<file path="src/rtl/core/bats_pkg.sv">
// Shared types, constants and helpers for the bitmask autotile stencil core.
// No dependencies; every module of the core imports this package.
`timescale 1ns / 1ps
`default_nettype none

package bats_pkg;

	// Geometry of the line store and cell words
	localparam int MAX_WIDTH = 256;
	localparam int CELL_BITS = 16;
	localparam int CNT_W     = $clog2(MAX_WIDTH);
	localparam int WID_W     = CNT_W + 1;
	localparam int ENT_W     = CELL_BITS + 1;   // {padding flag, cell value}

	// Fixed field widths
	localparam int ROW_W   = 10;
	localparam int COL_W   = 8;
	localparam int GW_W    = 9;
	localparam int MATCH_W = 16;
	localparam int TILE_W  = 16;
	localparam int VAL_W   = 16;
	localparam int PADDR_W = 6;
	localparam int PDATA_W = 64;

	localparam logic [ROW_W-1:0] ROW_MAX = 10'd1023;

	// Neighbor mask bit positions
	localparam int MASK_TOP   = 0;
	localparam int MASK_RIGHT = 1;
	localparam int MASK_BOT   = 2;
	localparam int MASK_LEFT  = 3;

	// Register map, one 64-bit register every 8 bytes
	typedef enum logic [2:0] {
		REG_GRID_WIDTH  = 3'd0,
		REG_MATCH_VALUE = 3'd1,
		REG_TILES_0_3   = 3'd2,
		REG_TILES_4_7   = 3'd3,
		REG_TILES_8_11  = 3'd4,
		REG_TILES_12_15 = 3'd5
	} reg_idx_t;

	typedef logic [3:0][PDATA_W-1:0] tile_bank_t;

	// Position and neighbor qualifiers of one cell being answered
	typedef struct packed {
		logic             has_result;
		logic [CNT_W-1:0] col;
		logic [ROW_W-1:0] row;
		logic             bank;       // half of the line store the new row goes to
		logic             top_ok;
		logic             right_ok;
		logic             left_ok;
		logic             bot_set;
	} slot_t;

	// Line store write request
	typedef struct packed {
		logic             en;
		logic [CNT_W-1:0] addr;
		logic             bank;
		logic [ENT_W-1:0] data;
	} mem_wr_t;

	// Line store read addresses
	typedef struct packed {
		logic [CNT_W-1:0] addr_a;   // current column: top and center
		logic [CNT_W-1:0] addr_b;   // next column: right neighbor
	} mem_rd_t;

	// Clamp the configured width into 1..MAX_WIDTH
	function automatic logic [WID_W-1:0] eff_width(input logic [GW_W-1:0] gw);
		logic [WID_W-1:0] w;
		if (gw == '0)
			w = WID_W'(1);
		else if (int'(gw) > MAX_WIDTH)
			w = WID_W'(MAX_WIDTH);
		else
			w = WID_W'(gw);
		return w;
	endfunction

	// Row count after a row change: first row stays at zero, then saturating
	function automatic logic [ROW_W-1:0] next_row_count(input logic first,
		input logic [ROW_W-1:0] row);
		logic [ROW_W-1:0] r;
		if (first || row == ROW_MAX)
			r = row;
		else
			r = row + ROW_W'(1);
		return r;
	endfunction

endpackage

`default_nettype wire

</file>
<file path="src/rtl/core/bats_tile_stage.sv">
// Stencil evaluation: slot register beside the line store read data, mask and tile
// lookup, and the result register. Depends on bats_pkg.
`timescale 1ns / 1ps
`default_nettype none

module bats_tile_stage (
	input  wire logic                          clk,
	input  wire logic                          arst_n,
	input  wire logic                          load,
	input  bats_pkg::slot_t                    slot_in,
	input  wire logic [2*bats_pkg::ENT_W-1:0]  rdata_a,
	input  wire logic [2*bats_pkg::ENT_W-1:0]  rdata_b,
	input  wire logic [bats_pkg::MATCH_W-1:0]  match_value,
	input  bats_pkg::tile_bank_t               tiles,
	input  wire logic                          out_stall,
	output logic                               hold,
	output logic                               out_valid,
	output logic                               write_enable,
	output logic      [bats_pkg::TILE_W-1:0]   tile_value,
	output logic      [bats_pkg::COL_W-1:0]    column,
	output logic      [bats_pkg::ROW_W-1:0]    row
);
	import bats_pkg::*;

	slot_t                slot_s1;
	logic                 valid_s1;
	logic [CELL_BITS-1:0] left_q;

	logic                 valid_s2;
	logic                 we_s2;
	logic [TILE_W-1:0]    tile_s2;
	logic [COL_W-1:0]     col_s2;
	logic [ROW_W-1:0]     row_s2;

	logic [ENT_W-1:0]     lo_a;
	logic [ENT_W-1:0]     hi_a;
	logic [ENT_W-1:0]     lo_b;
	logic [ENT_W-1:0]     hi_b;
	logic [ENT_W-1:0]     top_ent;
	logic [ENT_W-1:0]     center_ent;
	logic [ENT_W-1:0]     right_ent;
	logic [CELL_BITS-1:0] center_val;
	logic [3:0]           mask;
	logic                 we;
	logic [TILE_W-1:0]    tile_sel;
	logic [TILE_W-1:0]    tile;
	logic                 s1_adv;

	assign s1_adv = !valid_s2 || !out_stall;
	assign hold   = valid_s1 && !s1_adv;

	// Pick the banks: the new row's bank holds the row above
	assign lo_a       = rdata_a[ENT_W-1:0];
	assign hi_a       = rdata_a[2*ENT_W-1:ENT_W];
	assign lo_b       = rdata_b[ENT_W-1:0];
	assign hi_b       = rdata_b[2*ENT_W-1:ENT_W];
	assign top_ent    = slot_s1.bank ? hi_a : lo_a;
	assign center_ent = slot_s1.bank ? lo_a : hi_a;
	assign right_ent  = slot_s1.bank ? lo_b : hi_b;
	assign center_val = center_ent[CELL_BITS-1:0];

	// Neighbor mask
	always_comb begin
		mask             = '0;
		mask[MASK_TOP]   = slot_s1.top_ok && (top_ent[CELL_BITS-1:0] != '0);
		mask[MASK_RIGHT] = slot_s1.right_ok && (right_ent[CELL_BITS-1:0] != '0);
		mask[MASK_BOT]   = slot_s1.bot_set;
		mask[MASK_LEFT]  = slot_s1.left_ok && (left_q != '0);
	end

	// Match test and tile lookup
	assign we       = !center_ent[ENT_W-1] && (32'(center_val) == 32'(match_value));
	assign tile_sel = tiles[mask[3:2]][mask[1:0]*TILE_W +: TILE_W];
	assign tile     = we ? tile_sel : '0;

	// Slot register, aligned with the registered line store read
	always_ff @(posedge clk or negedge arst_n) begin
		if (!arst_n)
			valid_s1 <= 1'b0;
		else if (load)
			valid_s1 <= 1'b1;
		else if (s1_adv)
			valid_s1 <= 1'b0;
	end

	always_ff @(posedge clk) begin
		if (load)
			slot_s1 <= slot_in;
		if (valid_s1 && s1_adv)
			left_q <= center_val;
	end

	// Result register
	always_ff @(posedge clk or negedge arst_n) begin
		if (!arst_n)
			valid_s2 <= 1'b0;
		else if (s1_adv)
			valid_s2 <= valid_s1;
	end

	always_ff @(posedge clk) begin
		if (valid_s1 && s1_adv) begin
			we_s2   <= we;
			tile_s2 <= tile;
			col_s2  <= COL_W'(slot_s1.col);
			row_s2  <= slot_s1.row;
		end
	end

	assign out_valid    = valid_s2;
	assign write_enable = we_s2;
	assign tile_value   = tile_s2;
	assign column       = col_s2;
	assign row          = row_s2;

	// A held slot keeps its contents
	assert property (@(posedge clk) disable iff (!arst_n)
		hold |=> valid_s1 && $stable(slot_s1))
	else $error("held slot changed");

	// Never load over a slot that cannot move on
	assert property (@(posedge clk) disable iff (!arst_n)
		load |-> !hold)
	else $error("slot overwritten while held");

	// Unmatched cells carry a zero tile word
	assert property (@(posedge clk) disable iff (!arst_n)
		valid_s2 && !we_s2 |-> tile_s2 == '0)
	else $error("tile word set without write enable");

endmodule

`default_nettype wire

</file>
<file path="config.mk">
export PLATFORM = sky130hd
export DESIGN_NAME = bats_tile_stage
export DESIGN_NICKNAME = d
export VERILOG_FILES = /design/src/rtl/core/bats_pkg.sv /design/src/rtl/core/bats_tile_stage.sv
export SDC_FILE = /design/constraint.sdc
export NUM_CORES = 1
export LEC_CHECK = 0
export ABC_CLOCK_PERIOD_IN_PS = 4470
export BUFFER_PORTS_ARGS = -buffer_cell sky130_fd_sc_hd__buf_4
export CAP_MARGIN = 15
export CORE_AREA = 2 2 157 159
export CTS_BUF_LIST = sky130_fd_sc_hd__clkbuf_16
export DETAILED_ROUTE_END_ITERATION = 7
export DIE_AREA = 0 0 159 161
export PLACE_DENSITY_LB_ADDON = 0.1
export SLEW_MARGIN = 30
export SYNTH_ARGS = -nofsm -noshare
export SYNTH_HDL_FRONTEND = slang
export SYNTH_SLANG_ARGS = --single-unit
export TNS_END_PERCENT = 50
</file>
<file path="constraint.sdc">
create_clock -name clk -period 4.47 [get_ports clk]
set_input_delay 1.1175 -clock clk [delete_from_list [all_inputs] [get_ports clk]]
set_output_delay 1.1175 -clock clk [all_outputs]
set_load 0.02 [all_outputs]
</file>
Word-level counts from Yosys, hierarchy flattened --
Cells that the tools add are included.
Cells by class: $lt $le $gt $ge 1, equal/unequal tests 1, shift-type cells 1, mux-type cells 7, reduce and logical (&&, ||, !) cells 15
Operator list (number):
- $bmux 64 s2 | 1
- $mux 64 | 1
- $shiftx 64x7->16 | 1
- $reduce_bool 16->1 | 3
- $mux 16 | 2
- $mux 17 | 1
- $eq 16x16->1 | 1
- $logic_and 1x1->1 | 6
- $logic_not 1->1 | 4
- $lt 2x3->1 const B | 1
- $mux 1 | 2
- $reduce_bool 2->1 | 1
- $logic_or 1x1->1 | 1
Storage, ports and cells: register bits after elaboration 76, bits of input ports 368, output and inout port bits 37, logic and storage cells 39

Longest topological paths before layout --
Gate-level depths: netlist (run 1).
word-level depth 5, mapped depth 8, mapped depth without buffers 6

Worst setup path before layout (run 1) --
OpenSTA, ideal clock, no wires.
path type input-to-reg, from input out_stall, to register col_s2[0], in the netlist column[0] (enable), setup time 537 ps, data arrival time 4855 ps, data required time 3933 ps, path slack -922 ps, cell stages on the path 1, path buffers 0, path through a21boi_0
On the way: cells in the longest elaborated chain, start to end 3
RTL lines:
- start, declared | line bats_tile_stage.sv:15 | input wire logic out_stall,
- $logic_not 1->1 | line bats_tile_stage.sv:49 | assign s1_adv = !valid_s2 || !out_stall;
- $logic_or 1x1->1 | line bats_tile_stage.sv:49
- $logic_and 1x1->1 | line bats_tile_stage.sv:102 | if (valid_s1 && s1_adv) begin
- end signal, assigned | line bats_tile_stage.sv:105 | col_s2 <= COL_W'(slot_s1.col);
- end, declared | line bats_tile_stage.sv:32 | logic [COL_W-1:0] col_s2;
Every way passes these cells. A chain may end at the register's enable or synchronous reset.

Worst setup path in the final report (run 1) --
from input rdata_a[4] (netlist bit), to register tile_s2[12], in the netlist tile_value[12], data pin
On the way: cells in the longest elaborated chain, start to end 4, elaborated cells on any way between the ends 7, those cells by class eq/ne (1); shift (1); mux (2); reduce/logical (3)
RTL lines:
- start, declared | line bats_tile_stage.sv:11 | input wire logic [2*bats_pkg::ENT_W-1:0] rdata_a,
- $mux 16 | line bats_tile_stage.sv:57 | assign top_ent = slot_s1.bank ? hi_a : lo_a;
- $reduce_bool 16->1 | line bats_tile_stage.sv:65 | mask[MASK_TOP] = slot_s1.top_ok && (top_ent[CELL_BITS-1:0] != '0);
- $logic_and 1x1->1 | line bats_tile_stage.sv:65
- $shiftx 64x7->16 | line bats_tile_stage.sv:73 | assign tile_sel = tiles[mask[3:2]][mask[1:0]*TILE_W +: TILE_W];
- end signal, assigned | line bats_tile_stage.sv:104 | tile_s2 <= tile;
- end, declared | line bats_tile_stage.sv:31 | logic [TILE_W-1:0] tile_s2;
Parallel ways exist; a longest one is shown, timed or not.

==> flow_metrics.tcl, run 1 <==
set metrics [dict create \
    r2r_end "tile_value[12]" \
    dieArea_um2 25600 \
    p_int_mw 1.66 \
    slew_headroom_pct 37.9 \
    drt_first_pass_iters 4 \
    synth_top_area_share_pct 44.4 \
    max_freq_mhz 304 \
    fin_crit_ns 3.29 \
    outcome "complete, no violations" \
    synth_top_cell_by_area "edfxtp_1" \
    crit_fanout 18 \
    cts_max_level 3 \
    async_flop_share_pct 2.63 \
    drv_slew 0 \
    end_kind "flip-flop" \
    arrival_ns 3.39 \
    synth_area_leaders "edfxtp_1, mux4_2, mux2_2, a22o_1, xor2_1" \
    cts_sinks 76 \
    post-dp-hpwl_um 17600 \
    grt_usage_pct 16.3 \
    placed_cells 1000 \
    rows 57 \
    clk-insertion-delay-late_ns 0.34 \
    worstMarginPinSlew_ns 0.932 \
    synth_top_family_by_area "multiplexers" \
    num_io_pins 405 \
    post_drt_wl_per_cell_um 20.8 \
    synth_ff_type "edfxtp_1" \
    synth.cell_area_um2 5000 \
    nNetsFinal 1055 \
    pwr_density_cell_nw_per_um2 260 \
    skew_ns 0.00661 \
    ir_drop_v 0.000163 \
    r2r_setup_slack_ns 1.25 \
    drtIter0Drc 162 \
    fin_area_um2 8710 \
    crit_path_start_kind "primary input" \
    cts_root_buffer "clkbuf_16" \
    core-area_um2 24000 \
    grt_pass1_wl_um 31400 \
    clockBufferDepth 2 \
    post_cts_buffers 0 \
    yosysMostFrequentCell "edfxtp_1" \
    setup-violations-final 0 \
    remaining_drc_errors 0 \
    synth-compound-area-share_pct 3.73 \
    synthDistinctLibCells 33 \
    fin_crit_sh_pct 73.6 \
    clk_pin_slew_ns 0.07 \
    vias 4496 \
    syn_inst 289 \
    synth-seq-area-share_pct 45.4 \
    initial_core_util_pct 20.9 \
    rr_startpoint "slot_s1[4]" \
    crit_required_ns 4.57 \
    p_clk_share_pct 31.8 \
    synth_common_cells "edfxtp_1, mux4_2, mux2_2" \
    syn_avg_cell_area_um2 17.3 \
    drv_cap 0 \
    netSwitchingPower_mw 0.602 \
    min_path_type "reg -> reg" \
    comb_power_share_pct 29.8 \
    cts_hold_buffers 0 \
    grt_max_degree 65 \
    rsz0062_at_grt "false" \
    synth_edf_count 74 \
    finalNonFillerCells 1017 \
    die_w_um 159 \
    worstRegToRegCells 7 \
    overflow 0 \
    ant_nets 0 \
    synth-xor-area-share_pct 2.63 \
    grt_pass1_vias 5121 \
    viasPerCell 4.42 \
    ys_ff_latch 76 \
    totalWireLength_um 21100 \
    die_h_um 161 \
    hold_viol_final 0 \
    synth_warnings 0 \
    grt_antenna_before_repair 1 \
    finalPower_mw 2.26 \
    ctsResizeCount 0 \
    synthSimpleGateAreaFrac_pct 5.95 \
    cts_buffers 9 \
    p_leak_nw 3.69 \
    crit_type "in -> reg" \
    synth_nets 657 \
    gp_congestion 0.809 \
    dpl_cell_area_um2 8420 \
    min_path_cells 0 \
    power.share.switching_pct 26.6 \
    final_util_pct 36.4 \
    cts_tree "done" \
    synth_mux_area_share_pct 40.1 \
    port_buffers 401 \
    setup_tns_ns 0 \
    layout-drive-gt1-share_pct 79.0 \
    seqPwrFrac_pct 38.4 \
    hold_start "slot_s1[20]" \
    synth_adder_area_share_pct 0 \
    area_growth_pct 74.1 \
    hold_end "column[5]" \
]
==> how the worst max path moves through the flow <==
stage	from	cells past startpoint	to
final	rdata_a[4]	8	tile_value[12]
after global routing	rdata_a[21]	8	tile_value[8]
after CTS	rdata_a[4]	8	tile_value[12]
after detailed placement	rdata_a[4]	8	tile_value[12]
after global placement	rdata_a[4]	8	tile_value[12]
after floorplan	out_stall	1	column[0]
==> kinds of logic after synthesis <==
logic type	after synthesis
muxes	112
DFF	76
and+or+nand+nor	42
AOI/OAI and AO/OA	22
buffers and inverters	22
xor gates and xnor gates	15
==> per-layer routing <==
layer  vias up  GRT usage (%)  share of wire (%)
met5         -              0                  0
met4         0           4.05                1.2
met3        15           5.16                8.2
met2       203           29.8                 52
met1      2206           18.6                 38
li1       2072              -                  -
==> power by group through the flow <==
stage	combinational, mW	clock (mW)	sequential (mW)
2_1_floorplan	0.290	0	0.908
3_3_place_gp	0.683	0	0.883
3_5_place_dp	0.688	0	0.885
4_1_cts	0.690	0.753	0.870
5_1_grt	0.727	0.770	0.875
6_report	0.675	0.719	0.869
==> placed cells by master (no fill, tap or decap), types with 2 or more instances in the layout <==
master | Yosys | final
buf_4 | 1 | 406
edfxtp_1 | 74 | 74
mux4_2 | 64 | 64
mux2_2 | 42 | 42
nor4_1 | 17 | 17
a22o_1 | 16 | 16
xor2_1 | 13 | 13
clkbuf_16 | 0 | 9
mux2_4 | 6 | 6
nor2_1 | 6 | 6
inv_6 | 0 | 4
nand2_1 | 3 | 3
nor4_2 | 3 | 3
nand4_1 | 3 | 3
xnor2_1 | 2 | 2
inv_1 | 2 | 2
or3b_2 | 2 | 2
nor4b_1 | 2 | 2
dfrtp_1 | 2 | 2
==> final cells by class <==
class / count / area, µm²
Multi-Input combinational cell: 191 / 2670
Antenna cell: 1 / 2.50
Tap cell: 324 / 405
Clock inverter: 7 / 67.6
Inverter: 2 / 7.51
Fill cell: 2428 / 15200
Sequential cell: 76 / 2270
Clock buffer: 9 / 225
Timing Repair Buffer: 407 / 3070
==> metrics by stage <==
stage / setup slack [ns] / hold slack [ns]
2_1_floorplan: 0.430 / 0.400
4_1_cts: 1.12 / 0.423
3_5_place_dp: 0.715 / 0.406
6_report: 1.18 / 0.421
3_3_place_gp: 0.809 / 0.401
5_1_grt: 1.03 / 0.425
==> registers in the layout, indices dropped and copies added (netlist names) <==
signal,count
left_q,16
column,8
mask,1
valid_s1,1
row,10
tile_value,16
write_enable,1
out_valid,1
slot_s1,22
==> critical path: stages <==
cell	delay, ns
buf_4	0.11
nor4_1	0.42
nand4_1	0.14
o41ai_1	0.45
a31oi_4	0.22
buf_4	0.36
mux2_2	0.32
a22o_1	0.23
Note: power is estimated with default switching activity, not from simulation.
==> run 2: changes to the inputs <==
--- a/config.mk
+++ b/config.mk
@@ -5,13 +5,14 @@
 export SDC_FILE = /design/constraint.sdc
 export NUM_CORES = 1
 export LEC_CHECK = 0
-export ABC_CLOCK_PERIOD_IN_PS = 4470
+export ABC_AREA = 1
+export ABC_CLOCK_PERIOD_IN_PS = 3300
 export BUFFER_PORTS_ARGS = -buffer_cell sky130_fd_sc_hd__buf_4
 export CAP_MARGIN = 15
-export CORE_AREA = 2 2 157 159
+export CORE_AREA = 2 2 156 158
 export CTS_BUF_LIST = sky130_fd_sc_hd__clkbuf_16
 export DETAILED_ROUTE_END_ITERATION = 7
-export DIE_AREA = 0 0 159 161
+export DIE_AREA = 0 0 158 160
 export PLACE_DENSITY_LB_ADDON = 0.1
 export SLEW_MARGIN = 30
 export SYNTH_ARGS = -nofsm -noshare
==> constraint.sdc (replaced) <==
create_clock -name clk -period 3.3 [get_ports clk]
set_input_delay 0.825 -clock clk [delete_from_list [all_inputs] [get_ports clk]]
set_output_delay 0.825 -clock clk [all_outputs]
set_load 0.02 [all_outputs]
==> run 2 against run 1 <==
  * Synthesized cell count is 140% higher
  * Cell count increased by 39%
  * Clock skew is 0.0063 ns higher
  * Critical path type is now reg -> reg
  * Largest cell class is now multi-input combinational cells
  * Largest power group unchanged
  * Highest routed layer is now met5
==> flow_metrics.tcl, run 2 <==
set metrics [dict create \
    drtIter0Drc 274 \
    placed_cells 1396 \
    syn_avg_cell_area_um2 8.35 \
    hold_viol_final 0 \
    clockBufferDepth 2 \
    cts_hold_buffers 0 \
    grt_usage_pct 19.5 \
    skew_ns 0.0129 \
    ctsResizeCount 0 \
    grt_antenna_before_repair 3 \
    remaining_drc_errors 0 \
    async_flop_share_pct 2.63 \
    crit_type "reg -> reg" \
    port_buffers 401 \
    grt_max_degree 65 \
    drv_cap 0 \
    rsz0062_at_grt "false" \
    end_kind "flip-flop" \
    post_drt_wl_per_cell_um 18.0 \
    synth_common_cells "nand2_1, nand3_1, edfxtp_1" \
    ys_ff_latch 76 \
    fillCellCount 2477 \
    grt_pass1_wl_um 36900 \
    core-area_um2 23800 \
    drt_first_pass_iters 4 \
    grt_pass1_vias 6413 \
    clk-insertion-delay-late_ns 0.34 \
    crit_path_start_kind "flip-flop" \
    synth-seq-area-share_pct 38.8 \
    outcome "complete, no violations" \
    die_w_um 158 \
    fin_crit_ns 2.41 \
    arrival_ns 2.58 \
    viasPerCell 4.48 \
    fin_crit_sh_pct 73.0 \
    synth_nets 1070 \
    layout-drive-gt1-share_pct 47.2 \
    slew_headroom_pct 54.3 \
    p_leak_nw 4.60 \
    finalPower_mw 3.23 \
    overflow 0 \
    synthDistinctLibCells 26 \
    ir_drop_v 0.000201 \
    largest_reg_flops 22 \
    cts_buffers 9 \
    synth_warnings 0 \
    rows 57 \
    fin_ws_ns 0.890 \
    setup_tns_ns 0 \
    synth_area_leaders "edfxtp_1, nand2_1, mux2_2, nand3_1, mux2i_1" \
    initial_core_util_pct 24.6 \
    synth_ff_type "edfxtp_1" \
    crit_fanout 17 \
    clk_pin_slew_ns 0.07 \
    num_io_pins 405 \
    dp_slack_ns 0.592 \
    pwr_density_cell_nw_per_um2 338 \
    synth_top_cell_by_area "edfxtp_1" \
    max_freq_mhz 415 \
    dieArea_um2 25300 \
    vias 6329 \
    cts_sinks 76 \
    synth_top_area_share_pct 37.9 \
    cts_root_buffer "clkbuf_16" \
    post_cts_buffers 0 \
    nNetsFinal 1451 \
    worstMarginPinSlew_ns 0.684 \
    cts_max_level 3 \
    cts_tree "done" \
    mostFrequentLayoutCells "buf_4, nand2_1, nand3_1" \
    finalNonFillerCells 1414 \
    post-dp-hpwl_um 21100 \
    die_h_um 160 \
    synth_edf_count 74 \
    syn_inst 702 \
    totalWireLength_um 25500 \
    synth.cell_area_um2 5860 \
    drv_slew 0 \
    crit_required_ns 3.47 \
    area_growth_pct 62.9 \
    yosysMostFrequentCell "nand2_1" \
    top_register "slot_s1" \
    min_path_type "in -> async" \
    final_common_cell "buf_4" \
    ant_nets 0 \
    gp_congestion 0.872 \
    setup-violations-final 0 \
]
-- run 2: cell types whose count changed after synthesis, sizes merged, moves of 10 or more --
cell,change
inv,+12
nand3,+136
mux2i,+64
mux2,+16
buf,+23
nor4,-20
a21oi,+18
nand2,+206
nor2,+44
a22o,-16
mux4,-64
xor2,-10
-- run 2: kinds of logic after synthesis --
kind of cell    Yosys count  share of synthesized area (%)
simple gates            405                           29.4
mux                     128                           23.2
flops                    76                           38.8
buf+inv                  60                           4.70
compound gates           25                           2.71
xor+xnor                  8                           1.20
-- run 2: per-layer routing --
metal  share of wire (%)  vias to the layer above  global-route usage, %  routed length [µm]
li1                    -                     3193                      -                   -
met5               0.067                        -                      0                  17
met2                  49                      281                   34.2               12600
met4                 2.4                        2                   6.22                 618
met1                  41                     2821                   23.7               10400
met3                 7.4                       32                   4.07                1880
-- run 2: cell type report --
| cell class | count | area, µm² | area share [%] |
|---|---|---|---|
| flip-flops and latches | 76 | 2270 | 23.8 |
| diodes | 2 | 5.00 | 0.0524 |
| inverters | 14 | 52.6 | 0.551 |
| well taps | 324 | 405 | 4.25 |
| clock buffers | 9 | 225 | 2.36 |
| repair buffers | 416 | 3190 | 33.4 |
| multi-input cells | 566 | 3330 | 34.9 |
| clock inverters | 7 | 67.6 | 0.708 |
-- run 2: worst paths after layout --
path	start	endpoint	slack (ns)	cells past startpoint
worst max-delay path	slot_s1[4]	tile_value[1]	0.89	9
max in group asynchronous	arst_n	out_valid	2.94	1
worst min register to register	slot_s1[12]	row[7]	0.42	0
min in group clk	slot_s1[12]	row[7]	0.42	0
worst max register to register	slot_s1[4]	tile_value[1]	0.89	9
worst min-delay path	arst_n	valid_s1	0.26	1
-- run 2: critical path, stage by stage (launching register included) --
cell	delay (ns)
edfxtp_1	0.53
inv_2	0.29
nand2_1	0.08
nand2_1	0.12
o21ai_0	0.09
nor2_1	0.11
nand2_1	0.06
nor2_1	0.19
nand3_2	0.45
a21oi_1	0.32
-- run 2: metrics by stage --
| stage | hold WS [ns] | utilization [%] | area (µm²) |
|---|---|---|---|
| after floorplan | 0.400 | - | 5860 |
| final | 0.264 | 40.1 | 9550 |
| after global routing | 0.244 | 40.1 | 9550 |
| after global placement | 0.401 | 38.8 | 9250 |
| after detailed placement | 0.405 | 38.8 | 9250 |
| after CTS | 0.247 | 40.1 | 9540 |
-- run 2: report_power, final --
group	switching, mW	total, mW	internal (mW)
Clock	0.397	0.981	0.584
Combinational	0.509	1.07	0.564
Sequential	0.0244	1.17	1.15
Total	0.931	3.23	2.30
==> run 3: changes to the inputs <==
--- a/config.mk
+++ b/config.mk
@@ -6,7 +6,7 @@
 export NUM_CORES = 1
 export LEC_CHECK = 0
 export ABC_AREA = 1
-export ABC_CLOCK_PERIOD_IN_PS = 3300
+export ABC_CLOCK_PERIOD_IN_PS = 2200
 export BUFFER_PORTS_ARGS = -buffer_cell sky130_fd_sc_hd__buf_4
 export CAP_MARGIN = 15
 export CORE_AREA = 2 2 156 158
==> constraint.sdc (replaced) <==
create_clock -name clk -period 2.2 [get_ports clk]
set_input_delay 0.55 -clock clk [delete_from_list [all_inputs] [get_ports clk]]
set_output_delay 0.55 -clock clk [all_outputs]
set_load 0.02 [all_outputs]
==> run 3 against run 2 <==
  * Via count rose by 0.84%
  * Flip-flop and latch count did not move
  * Register-to-register slack got worse by 0.72 ns
  * Sequential power is 50% higher
  * Final area grew 3.3%
  * Largest power group unchanged
==> flow_metrics.tcl, run 3 (synthesis results as in run 2) <==
set metrics [dict create \
    dp_slack_ns -0.251 \
    initial_core_util_pct 24.6 \
    placed_cells 1410 \
    drv_slew 0 \
    path_common_cell "nand3_1" \
    max_freq_mhz 493 \
    grt_max_degree 65 \
    setup-violations-final 0 \
    largest_reg_flops 22 \
    skew_ns 0.0101 \
    dieArea_um2 25300 \
    rows 57 \
    fin_crit_sh_pct 92.1 \
    finalPower_mw 4.92 \
    worstMarginPinSlew_ns 0.536 \
    remaining_drc_errors 0 \
    grt_pass1_vias 6536 \
    pwr_density_cell_nw_per_um2 499 \
    wl_met3_um 1780 \
    hold_viol_final 0 \
    rsz0062_at_grt "false" \
    drt_first_pass_iters 6 \
    wl_met1_um 10700 \
    drtIter0Drc 325 \
    cts_sinks 76 \
    outcome "complete, no violations" \
    num_io_pins 405 \
    seqCellArea_um2 2270 \
    totalWireLength_um 25700 \
    fin_area_um2 9860 \
    fin_ws_ns 0.173 \
    gp_congestion 0.855 \
    final_common_cell "buf_4" \
    cts_buffers 9 \
    crit_required_ns 2.29 \
    nNetsFinal 1471 \
    port_buffers 401 \
    final_util_pct 41.4 \
    mostFrequentLayoutCells "buf_4, nand2_1, nand3_1" \
    clk-insertion-delay-late_ns 0.34 \
    core-area_um2 23800 \
    post-dp-hpwl_um 21000 \
    crit_slowest_cell "edfxtp_1" \
    viasPerCell 4.45 \
    min_path_type "in -> reg" \
    die_w_um 158 \
    overflow 0 \
    top_layer "met4" \
    die_h_um 160 \
    path_buf_inv 3 \
    grt_antenna_before_repair 2 \
    worst_path_dominant_cell_family "simple AND/OR/NAND/NOR gates" \
    finalNonFillerCells 1434 \
    crit_fanout 12 \
    cts_max_level 3 \
    clockBufferDepth 2 \
    end_kind "flip-flop" \
    layout-drive-gt1-share_pct 48.6 \
    p_leak_nw 4.75 \
    crit_type "reg -> reg" \
    drv_cap 0 \
    cts_tree "done" \
    clk_pin_slew_ns 0.07 \
    crit_chain "or2_4 > nor2_4 > nand3_2 > buf_4 > nand3_1 > buf_12 > buf_4 > nand3_1 > nand3_1 > a21oi_2" \
    post_drt_wl_per_cell_um 17.9 \
    fillCellCount 2539 \
    cpPeakStageDelay_ns 0.45 \
    grt_usage_pct 19.5 \
    cts_root_buffer "clkbuf_16" \
    grt_pass1_wl_um 37300 \
    arrival_ns 2.12 \
    ir_drop_v 0.000348 \
    multi_input_area_um2 3370 \
    slew_headroom_pct 64.2 \
    setup_tns_ns 0 \
    dpl_cell_area_um2 9470 \
    wl_met2_um 13000 \
    vias 6382 \
    crit_path_start_kind "flip-flop" \
    fin_crit_ns 2.03 \
    ant_nets 0 \
    hold_ws_ns 0.386 \
    top_register "slot_s1" \
    area_growth_pct 68.2 \
]
-- run 3: area by class of cell --
| type | instances | area share, % |
|---|---|---|
| Timing Repair Buffer | 435 | 35.1 |
| Tap cell | 324 | 4.11 |
| Antenna cell | 2 | 0.0508 |
| Inverter | 14 | 0.584 |
| Multi-Input combinational cell | 567 | 34.2 |
| Sequential cell | 76 | 23.0 |
| Clock buffer | 9 | 2.28 |
| Clock inverter | 7 | 0.673 |
-- run 3: repair_timing --
action | 4_1_cts | 5_1_grt
hold buffers | 1 | 0
cloned | 0 | 1
setup buffers | 0 | 4
resized for setup | 2 | 12
endpoints found under the setup margin | 4 | 17
endpoints found under the hold margin | 2 | 0
pin swaps | 0 | 2
-- run 3: worst paths after layout --
kind | startpoint | endpoint | slack, ns | depth (start not counted)
worst min register to register | slot_s1[13] | row[8] | 0.41 | 0
min in group asynchronous | arst_n | valid_s1 | 0.55 | 2
worst min-delay path | slot_in[11] | slot_s1[11] | 0.39 | 1
worst max register to register | slot_s1[4] | tile_value[1] | 0.17 | 10
max in group asynchronous | arst_n | out_valid | 1.57 | 2
worst max-delay path | slot_s1[4] | tile_value[1] | 0.17 | 10
-- run 3: report_power, final --
| part | switching (mW) | internal, mW |
|---|---|---|
| sequential | 0.0335 | 1.72 |
| clock | 0.601 | 0.877 |
| combinational | 0.787 | 0.901 |
-- run 3: routing by layer --
layer	global-route usage, %	vias to the layer above
li1	-	3237
met1	24.2	2868
met2	34.9	260
met3	3.34	17
met4	5.16	0
met5	0	-
